[config.mk]
export PLATFORM = sky130hd
export DESIGN_NAME = port_allow_rule_table
export DESIGN_NICKNAME = d
export VERILOG_FILES = /design/src/part_pkg.sv /design/src/port_allow_rule_table.sv
export VERILOG_INCLUDE_DIRS = /design/src /design/src/src
export SDC_FILE = /design/constraint.sdc
export NUM_CORES = 1
export LEC_CHECK = 0
export ABC_AREA = 0
export BUFFER_PORTS_ARGS = -buffer_cell sky130_fd_sc_hd__buf_2
export CORE_UTILIZATION = 62
export DETAILED_ROUTE_END_ITERATION = 10
export PLACE_DENSITY = 0.8
export SYNTH_ARGS = -nofsm -noshare
export SYNTH_HDL_FRONTEND = slang
export SYNTH_SLANG_ARGS = --single-unit
export TNS_END_PERCENT = 1
[constraint.sdc]
create_clock -name i_clk -period 3.84 [get_ports i_clk]
set_input_delay 0.576 -clock i_clk [delete_from_list [all_inputs] [get_ports i_clk]]
set_output_delay 0.576 -clock i_clk [all_outputs]
set_load 0.02 [all_outputs]
[src/port_allow_rule_table_defines.svh]
// assertion macros shared by the rule table rtl
`ifndef PORT_ALLOW_RULE_TABLE_DEFINES_SVH
`define PORT_ALLOW_RULE_TABLE_DEFINES_SVH

// same-cycle implication, disabled while reset is low
`define PART_ASSERT_NOW(label, clk, rst_n, ante, cons) \
    label: assert property (@(posedge clk) disable iff (!(rst_n)) (ante) |-> (cons)) \
        else $error("port_allow_rule_table check failed");

// next-cycle implication, disabled while reset is low
`define PART_ASSERT_NEXT(label, clk, rst_n, ante, cons) \
    label: assert property (@(posedge clk) disable iff (!(rst_n)) (ante) |=> (cons)) \
        else $error("port_allow_rule_table check failed");

`endif

[src/part_pkg.sv]
package part_pkg;

    localparam int RULE_COUNT_DEF = 24;

    localparam int PORT_W  = 16;
    localparam int CMD_W   = 2;
    localparam int STAT_W  = 2;

    localparam logic [PORT_W-1:0] DEFAULT_PORT_A_RST = 16'd80;
    localparam logic [PORT_W-1:0] DEFAULT_PORT_B_RST = 16'd443;

    localparam logic [CMD_W-1:0] CMD_SET   = 2'd0;
    localparam logic [CMD_W-1:0] CMD_QUERY = 2'd1;
    localparam logic [CMD_W-1:0] CMD_CLEAR = 2'd2;

    localparam logic [STAT_W-1:0] ST_OK       = 2'd0;
    localparam logic [STAT_W-1:0] ST_BAD_PORT = 2'd1;
    localparam logic [STAT_W-1:0] ST_FULL     = 2'd2;

    localparam logic CFG_DEFAULT_PORT_A = 1'b0;
    localparam logic CFG_DEFAULT_PORT_B = 1'b1;

    typedef enum logic [1:0] {
        S_IDLE,
        S_SCAN,
        S_RESOLVE
    } t_state;

endpackage

[src/port_allow_rule_table.sv]
// channel   direction  signals                               width
// input     in         i_valid/o_ready, i_command/i_port/    2/16/1
//                      i_allow_in
// result    out        o_valid/i_ready, o_status/o_allow_out 2/1
// config    in         i_cfg_we, i_cfg_index, i_cfg_data     1/1/16
//
// set and query with a nonzero port scan the rule memory one entry a cycle,
// through the registered read of the rule memory and its one comparator.
// clear, unused codes and port zero skip the scan and go straight to resolve.
// reset (synchronous, active low) empties the table and loads the default ports 80 and 443.
// the result register holds one item; a stalled result lets the next item scan
// and holds it in resolve until the result is taken.
`include "port_allow_rule_table_defines.svh"

module port_allow_rule_table #(
    parameter int RULE_COUNT = part_pkg::RULE_COUNT_DEF
) (
    input  logic                       i_clk,
    input  logic                       i_rst_n,
    input  logic                       i_valid,
    output logic                       o_ready,
    input  logic [part_pkg::CMD_W-1:0] i_command,
    input  logic [part_pkg::PORT_W-1:0] i_port,
    input  logic                       i_allow_in,
    output logic                       o_valid,
    input  logic                       i_ready,
    output logic [part_pkg::STAT_W-1:0] o_status,
    output logic                       o_allow_out,
    input  logic                       i_cfg_we,
    input  logic                       i_cfg_index,
    input  logic [part_pkg::PORT_W-1:0] i_cfg_data
);

    localparam int IDX_W = (RULE_COUNT > 1) ? $clog2(RULE_COUNT) : 1;
    localparam logic [IDX_W-1:0] LAST_IDX = IDX_W'(RULE_COUNT - 1);

    // rule memory: port and allow bit per entry, used flags in flops
    logic [part_pkg::PORT_W-1:0] mem_port  [RULE_COUNT];
    logic                        mem_allow [RULE_COUNT];

    part_pkg::t_state r_state, n_state;
    logic [RULE_COUNT-1:0]        r_used, n_used;
    logic [part_pkg::PORT_W-1:0]  r_def_a, r_def_b;
    logic                         r_out_valid, n_out_valid;

    logic [part_pkg::CMD_W-1:0]   r_cmd, n_cmd;
    logic [part_pkg::PORT_W-1:0]  r_port, n_port;
    logic                         r_allow, n_allow;
    logic [IDX_W-1:0]             r_addr, n_addr;
    logic                         r_addr_vld, n_addr_vld;
    logic [IDX_W-1:0]             r_cmp_idx, n_cmp_idx;
    logic                         r_cmp_vld, n_cmp_vld;
    logic                         r_hit, n_hit;
    logic [IDX_W-1:0]             r_hit_idx, n_hit_idx;
    logic                         r_hit_allow, n_hit_allow;
    logic                         r_free_vld, n_free_vld;
    logic [IDX_W-1:0]             r_free_idx, n_free_idx;
    logic [part_pkg::STAT_W-1:0]  r_status, n_status;
    logic                         r_allow_out, n_allow_out;

    logic [part_pkg::PORT_W-1:0]  r_rd_port;
    logic                         r_rd_allow;

    logic                         w_we;
    logic [IDX_W-1:0]             w_waddr;
    logic                         w_wport_en;

    logic w_accept;
    logic w_slot_free;

    assign o_ready     = (r_state == part_pkg::S_IDLE);
    assign w_accept    = i_valid && o_ready;
    assign w_slot_free = !r_out_valid || i_ready;
    assign o_valid     = r_out_valid;
    assign o_status    = r_status;
    assign o_allow_out = r_allow_out;

    always_ff @(posedge i_clk) begin
        if (w_we) begin
            mem_allow[w_waddr] <= r_allow;
            if (w_wport_en) begin
                mem_port[w_waddr] <= r_port;
            end
        end
        r_rd_port  <= mem_port[r_addr];
        r_rd_allow <= mem_allow[r_addr];
    end

    always_ff @(posedge i_clk) begin
        if (!i_rst_n) begin
            r_state     <= part_pkg::S_IDLE;
            r_used      <= '0;
            r_out_valid <= 1'b0;
            r_def_a     <= part_pkg::DEFAULT_PORT_A_RST;
            r_def_b     <= part_pkg::DEFAULT_PORT_B_RST;
            r_addr_vld  <= 1'b0;
            r_cmp_vld   <= 1'b0;
            r_hit       <= 1'b0;
            r_free_vld  <= 1'b0;
        end else begin
            r_state     <= n_state;
            r_used      <= n_used;
            r_out_valid <= n_out_valid;
            r_addr_vld  <= n_addr_vld;
            r_cmp_vld   <= n_cmp_vld;
            r_hit       <= n_hit;
            r_free_vld  <= n_free_vld;
            if (i_cfg_we) begin
                if (i_cfg_index == part_pkg::CFG_DEFAULT_PORT_A) begin
                    r_def_a <= i_cfg_data;
                end else begin
                    r_def_b <= i_cfg_data;
                end
            end
        end
    end

    always_ff @(posedge i_clk) begin
        r_cmd       <= n_cmd;
        r_port      <= n_port;
        r_allow     <= n_allow;
        r_addr      <= n_addr;
        r_cmp_idx   <= n_cmp_idx;
        r_hit_idx   <= n_hit_idx;
        r_hit_allow <= n_hit_allow;
        r_free_idx  <= n_free_idx;
        r_status    <= n_status;
        r_allow_out <= n_allow_out;
    end

    always_comb begin
        n_state     = r_state;
        n_used      = r_used;
        n_out_valid = r_out_valid;
        n_cmd       = r_cmd;
        n_port      = r_port;
        n_allow     = r_allow;
        n_addr      = r_addr;
        n_addr_vld  = r_addr_vld;
        n_cmp_idx   = r_cmp_idx;
        n_cmp_vld   = r_cmp_vld;
        n_hit       = r_hit;
        n_hit_idx   = r_hit_idx;
        n_hit_allow = r_hit_allow;
        n_free_vld  = r_free_vld;
        n_free_idx  = r_free_idx;
        n_status    = r_status;
        n_allow_out = r_allow_out;
        w_we        = 1'b0;
        w_waddr     = r_hit_idx;
        w_wport_en  = 1'b0;

        if (r_out_valid && i_ready) begin
            n_out_valid = 1'b0;
        end

        case (r_state)
            part_pkg::S_IDLE: begin
                if (w_accept) begin
                    n_cmd      = i_command;
                    n_port     = i_port;
                    n_allow    = i_allow_in;
                    n_addr     = '0;
                    n_addr_vld = 1'b1;
                    n_cmp_vld  = 1'b0;
                    n_hit      = 1'b0;
                    n_free_vld = 1'b0;
                    if ((i_command == part_pkg::CMD_SET || i_command == part_pkg::CMD_QUERY)
                            && i_port != '0) begin
                        n_state = part_pkg::S_SCAN;
                    end else begin
                        n_state = part_pkg::S_RESOLVE;
                    end
                end
            end
            part_pkg::S_SCAN: begin
                // address stage feeds the registered read, which feeds the compare stage
                n_cmp_idx = r_addr;
                n_cmp_vld = r_addr_vld;
                if (r_addr_vld) begin
                    if (r_addr == LAST_IDX) begin
                        n_addr_vld = 1'b0;
                    end else begin
                        n_addr = r_addr + 1'b1;
                    end
                end
                if (r_cmp_vld) begin
                    if (r_used[r_cmp_idx]) begin
                        if (!r_hit && r_rd_port == r_port) begin
                            n_hit       = 1'b1;
                            n_hit_idx   = r_cmp_idx;
                            n_hit_allow = r_rd_allow;
                        end
                    end else if (!r_free_vld) begin
                        n_free_vld = 1'b1;
                        n_free_idx = r_cmp_idx;
                    end
                    if (r_cmp_idx == LAST_IDX) begin
                        n_state = part_pkg::S_RESOLVE;
                    end
                end
            end
            part_pkg::S_RESOLVE: begin
                if (w_slot_free) begin
                    n_state     = part_pkg::S_IDLE;
                    n_out_valid = 1'b1;
                    n_status    = part_pkg::ST_OK;
                    n_allow_out = 1'b0;
                    case (r_cmd)
                        part_pkg::CMD_CLEAR: begin
                            n_used = '0;
                        end
                        part_pkg::CMD_SET: begin
                            if (r_port == '0) begin
                                n_status = part_pkg::ST_BAD_PORT;
                            end else if (r_hit) begin
                                w_we    = 1'b1;
                                w_waddr = r_hit_idx;
                            end else if (r_free_vld) begin
                                w_we               = 1'b1;
                                w_waddr            = r_free_idx;
                                w_wport_en         = 1'b1;
                                n_used[r_free_idx] = 1'b1;
                            end else begin
                                n_status = part_pkg::ST_FULL;
                            end
                        end
                        part_pkg::CMD_QUERY: begin
                            if (r_port == '0) begin
                                n_status = part_pkg::ST_BAD_PORT;
                            end else if (r_hit) begin
                                n_allow_out = r_hit_allow;
                            end else begin
                                n_allow_out = (r_port == r_def_a) || (r_port == r_def_b);
                            end
                        end
                        default: begin
                        end
                    endcase
                end
            end
            default: begin
                n_state = part_pkg::S_IDLE;
            end
        endcase
    end

    `PART_ASSERT_NEXT(a_accept_leaves_idle, i_clk, i_rst_n, w_accept,
        r_state != part_pkg::S_IDLE)
    `PART_ASSERT_NOW(a_cmp_in_range, i_clk, i_rst_n, r_cmp_vld,
        r_cmp_idx <= LAST_IDX)
    `PART_ASSERT_NOW(a_full_means_all_used, i_clk, i_rst_n,
        r_out_valid && r_status == part_pkg::ST_FULL, &r_used)
    `PART_ASSERT_NOW(a_hit_entry_used, i_clk, i_rst_n,
        r_state == part_pkg::S_RESOLVE && r_cmd == part_pkg::CMD_SET && r_hit,
        r_used[r_hit_idx])
    `PART_ASSERT_NOW(a_allow_only_ok, i_clk, i_rst_n, r_out_valid && r_allow_out,
        r_status == part_pkg::ST_OK)

endmodule
==> run summary <==
Unique masters post-synth: 49
worst hold path class: in -> reg
Synth top area share: 64.8%
number of port buffers: 45
placed cells: 1633
worst r2r path cells: 6
WL met2: 23900 µm
worst hold endpoint: r_port[5]
CP Data Arrival Time: 3.53 ns
drt initial violations: 1333
critical path launch point type: flop
CP peak stage delay: 0.60 ns
Worst R2R Setup Slack: 0.55 ns
Worst-Skew Late Latency: 0.57 ns
syn_area_per_cell: 18.0 µm²
RR Endpoint: mem_allow[8]
# IOs: 46
largest net degree at the start of global routing: 105
RSZ-0062 raised after global routing: no
design area: 0.0235 mm²
vias in the first global route: 11.3k
met3 WL: 4070 µm
clk slew on worst S/H paths: 0.06 ns
max cap viols: 0
Seq cells post-synth: 531
CTS tree: built
async set-or-reset flop fraction in the synthesized netlist: 0%
min cycle time layout: 3.29 ns
Crit path buffers/inverters: 1
wl on met1: 18900 µm
layout cells sized above 1: 25.4%
worst-case vdd ir drop: 0.000466 V
first element of the critical path: r_port[9]
# hold bufs at CTS: 0
clk sinks: 531
cts repair resizes: 0
Hold Path Depth: 1
setup bufs post-CTS: 0
initial antenna violation count: 2
Via density: 6.54
wire per inst: 28.0 µm
Slew headroom: 20.3%
DIE AREA: 0.0345 mm²
die height: 186 µm
final period utilization: 85.6%
Die Wd: 186 µm
cts bufs inserted: 52
setup TNS: 0 ns
GRT overflow: 0
Data required, critical path: 4.08 ns
measured slew at the worst slew-check pin: 1.19 ns
worst path cell trace: nor4_1, nand4_1, nand4_1, buf_4, nand4b_1, nor3_1
commonest non-fill, non-tap cell in the layout: edfxtp_1
diodes inserted: 0
initial core utilization: 63.6%
Mapped Nets: 1201
Critical Path Sink Type: flop
CP most frequent cell: nand4_1
gpl congestion: 0.821
clk_skew: 0.0161 ns
Core Area: 0.0329 mm²
Pre-antenna DRT Iters: 5
HP Start: i_port[5]
CTS root buf: clkbuf_16
Setup Crit Path Kind: reg -> reg
fin cells: 1728
Area growth syn-to-layout: 12.2%
Layout Nets: 1287
# rows: 66
EDFF count, synth: 451
H-tree levels: 2
first-pass GRT wire length: 71900 µm
delay-heaviest family, CP: simple AND/OR/NAND/NOR gates
DRC viols: 0
Top Metal Used: met5
Synth Warn #: 0
post-synthesis cell area: 0.0209 mm²
dpl cell area: 0.0219 mm²
setup violators final: 0
GRT Resource Usage Total: 29.5%
Cell Pwr Density: 522 mW/mm²
Core Util, Final: 71.4%
Max FO, Critical Path: 12
most frequent cells in the layout: 451 x edfxtp_1, 123 x mux4_2, 95 x nand2_1, 80 x dfxtp_1, 52 x clkbuf_16
max-slew violations: 0
placed wire-length estimate: 28700 µm
ANT nets after route: 0
Max Buffers Root-to-Sink: 3
FMAX: 0.304 GHz
Vias: 11.3k
register area share after synthesis: 72.4%
status: finished, final reports clean
Synth area leaders: edfxtp_1 65%, mux4_2 13%, dfxtp_1 7.7%, xnor2_1 2.0%, nand2_1 1.7%
Hold WS: 0.206 ns
prevailing post-synth register cell: edfxtp_1
post-synth top area cell: edfxtp_1
RR Startpoint: r_port[9]
WL final: 48400 µm
Post-Syn Instances: 1159
Leak Pwr: 7.54 nW
Worst path slowest cell: nand4_1
count of final hold-check violations: 0
## logic make-up (layout without fill, tap and decap cells)
family | count (synthesis) | in the layout | synth area share (%)
DFF | 531 | 531 | 72.4
and+or+nand+nor | 273 | 273 | 6.50
AOI/OAI and AO/OA | 84 | 84 | 2.59
xor gates and xnor gates | 51 | 51 | 2.14
buffers and inverters | 66 | 193 | 1.51
muxes | 153 | 153 | 14.8
adders and majority gates | 1 | 1 | 0.0598
## where the power goes
part           switching (mW)  internal [mW]
clock                    2.08           2.74
combinational           0.581          0.416
sequential             0.0744           6.37
total                    2.74           9.53
## flip-flops by register name, summed over array words and instances, names as in the netlist, 2 cells and up
| name | count |
|---|---|
| r_cmp_idx | 5 |
| r_port | 16 |
| r_addr | 5 |
| r_cmd | 2 |
| r_used | 24 |
| r_free_idx | 5 |
| r_def_b | 16 |
| mem_port | 384 |
| r_def_a | 16 |
| r_rd_port | 16 |
| mem_allow | 24 |
| o_status | 2 |
| r_hit_idx | 5 |
| r_state | 2 |
## metal layers
metal | GRT usage, % | vias up
met5 | 0 | -
met4 | 9.61 | 4
met3 | 4.81 | 107
met2 | 46.9 | 595
met1 | 42.3 | 5832
li1 | - | 4769
## synth_stat cells, drive strengths merged, types with 9 or more instances
cell and number:
a21boi 27, a21oi 20, a22o 9, buf 28, clkbuf 31, dfxtp 80, edfxtp 451, mux2i 23
mux4 123, nand2 95, nand2b 12, nand3 17, nand4 16, nor2 49, nor3 42, nor4 14
o21ai 20, xnor2 47
## layout make-up
cell class                      count  area [µm²]
Sequential cell                   531       15100
Fill cell                        2008        9390
Multi-Input combinational cell    562        5540
Clock buffer                       69        1430
Timing Repair Buffer               91         596
Tap cell                          442         553
Clock inverter                     26         190
Inverter                            7        26.3
## per-stage QoR
stage                     power (mW)  setup WS [ns]
after floorplan                 7.21          0.415
after global placement          7.52          0.780
after detailed placement        7.55          0.637
after CTS                       12.3          0.568
after global routing            12.6          0.366
final                           12.3          0.554
## worst max path at each step
stage	endpoint	slack (ns)	cells past startpoint
after global placement	mem_port[6][10]	0.78	6
after detailed placement	mem_port[6][1]	0.64	5
final	mem_allow[8]	0.55	6
after floorplan	mem_port[14][0]	0.41	6
after global routing	mem_allow[2]	0.37	6
after CTS	mem_allow[8]	0.57	6
Note: power is estimated with default switching activity, not from simulation.
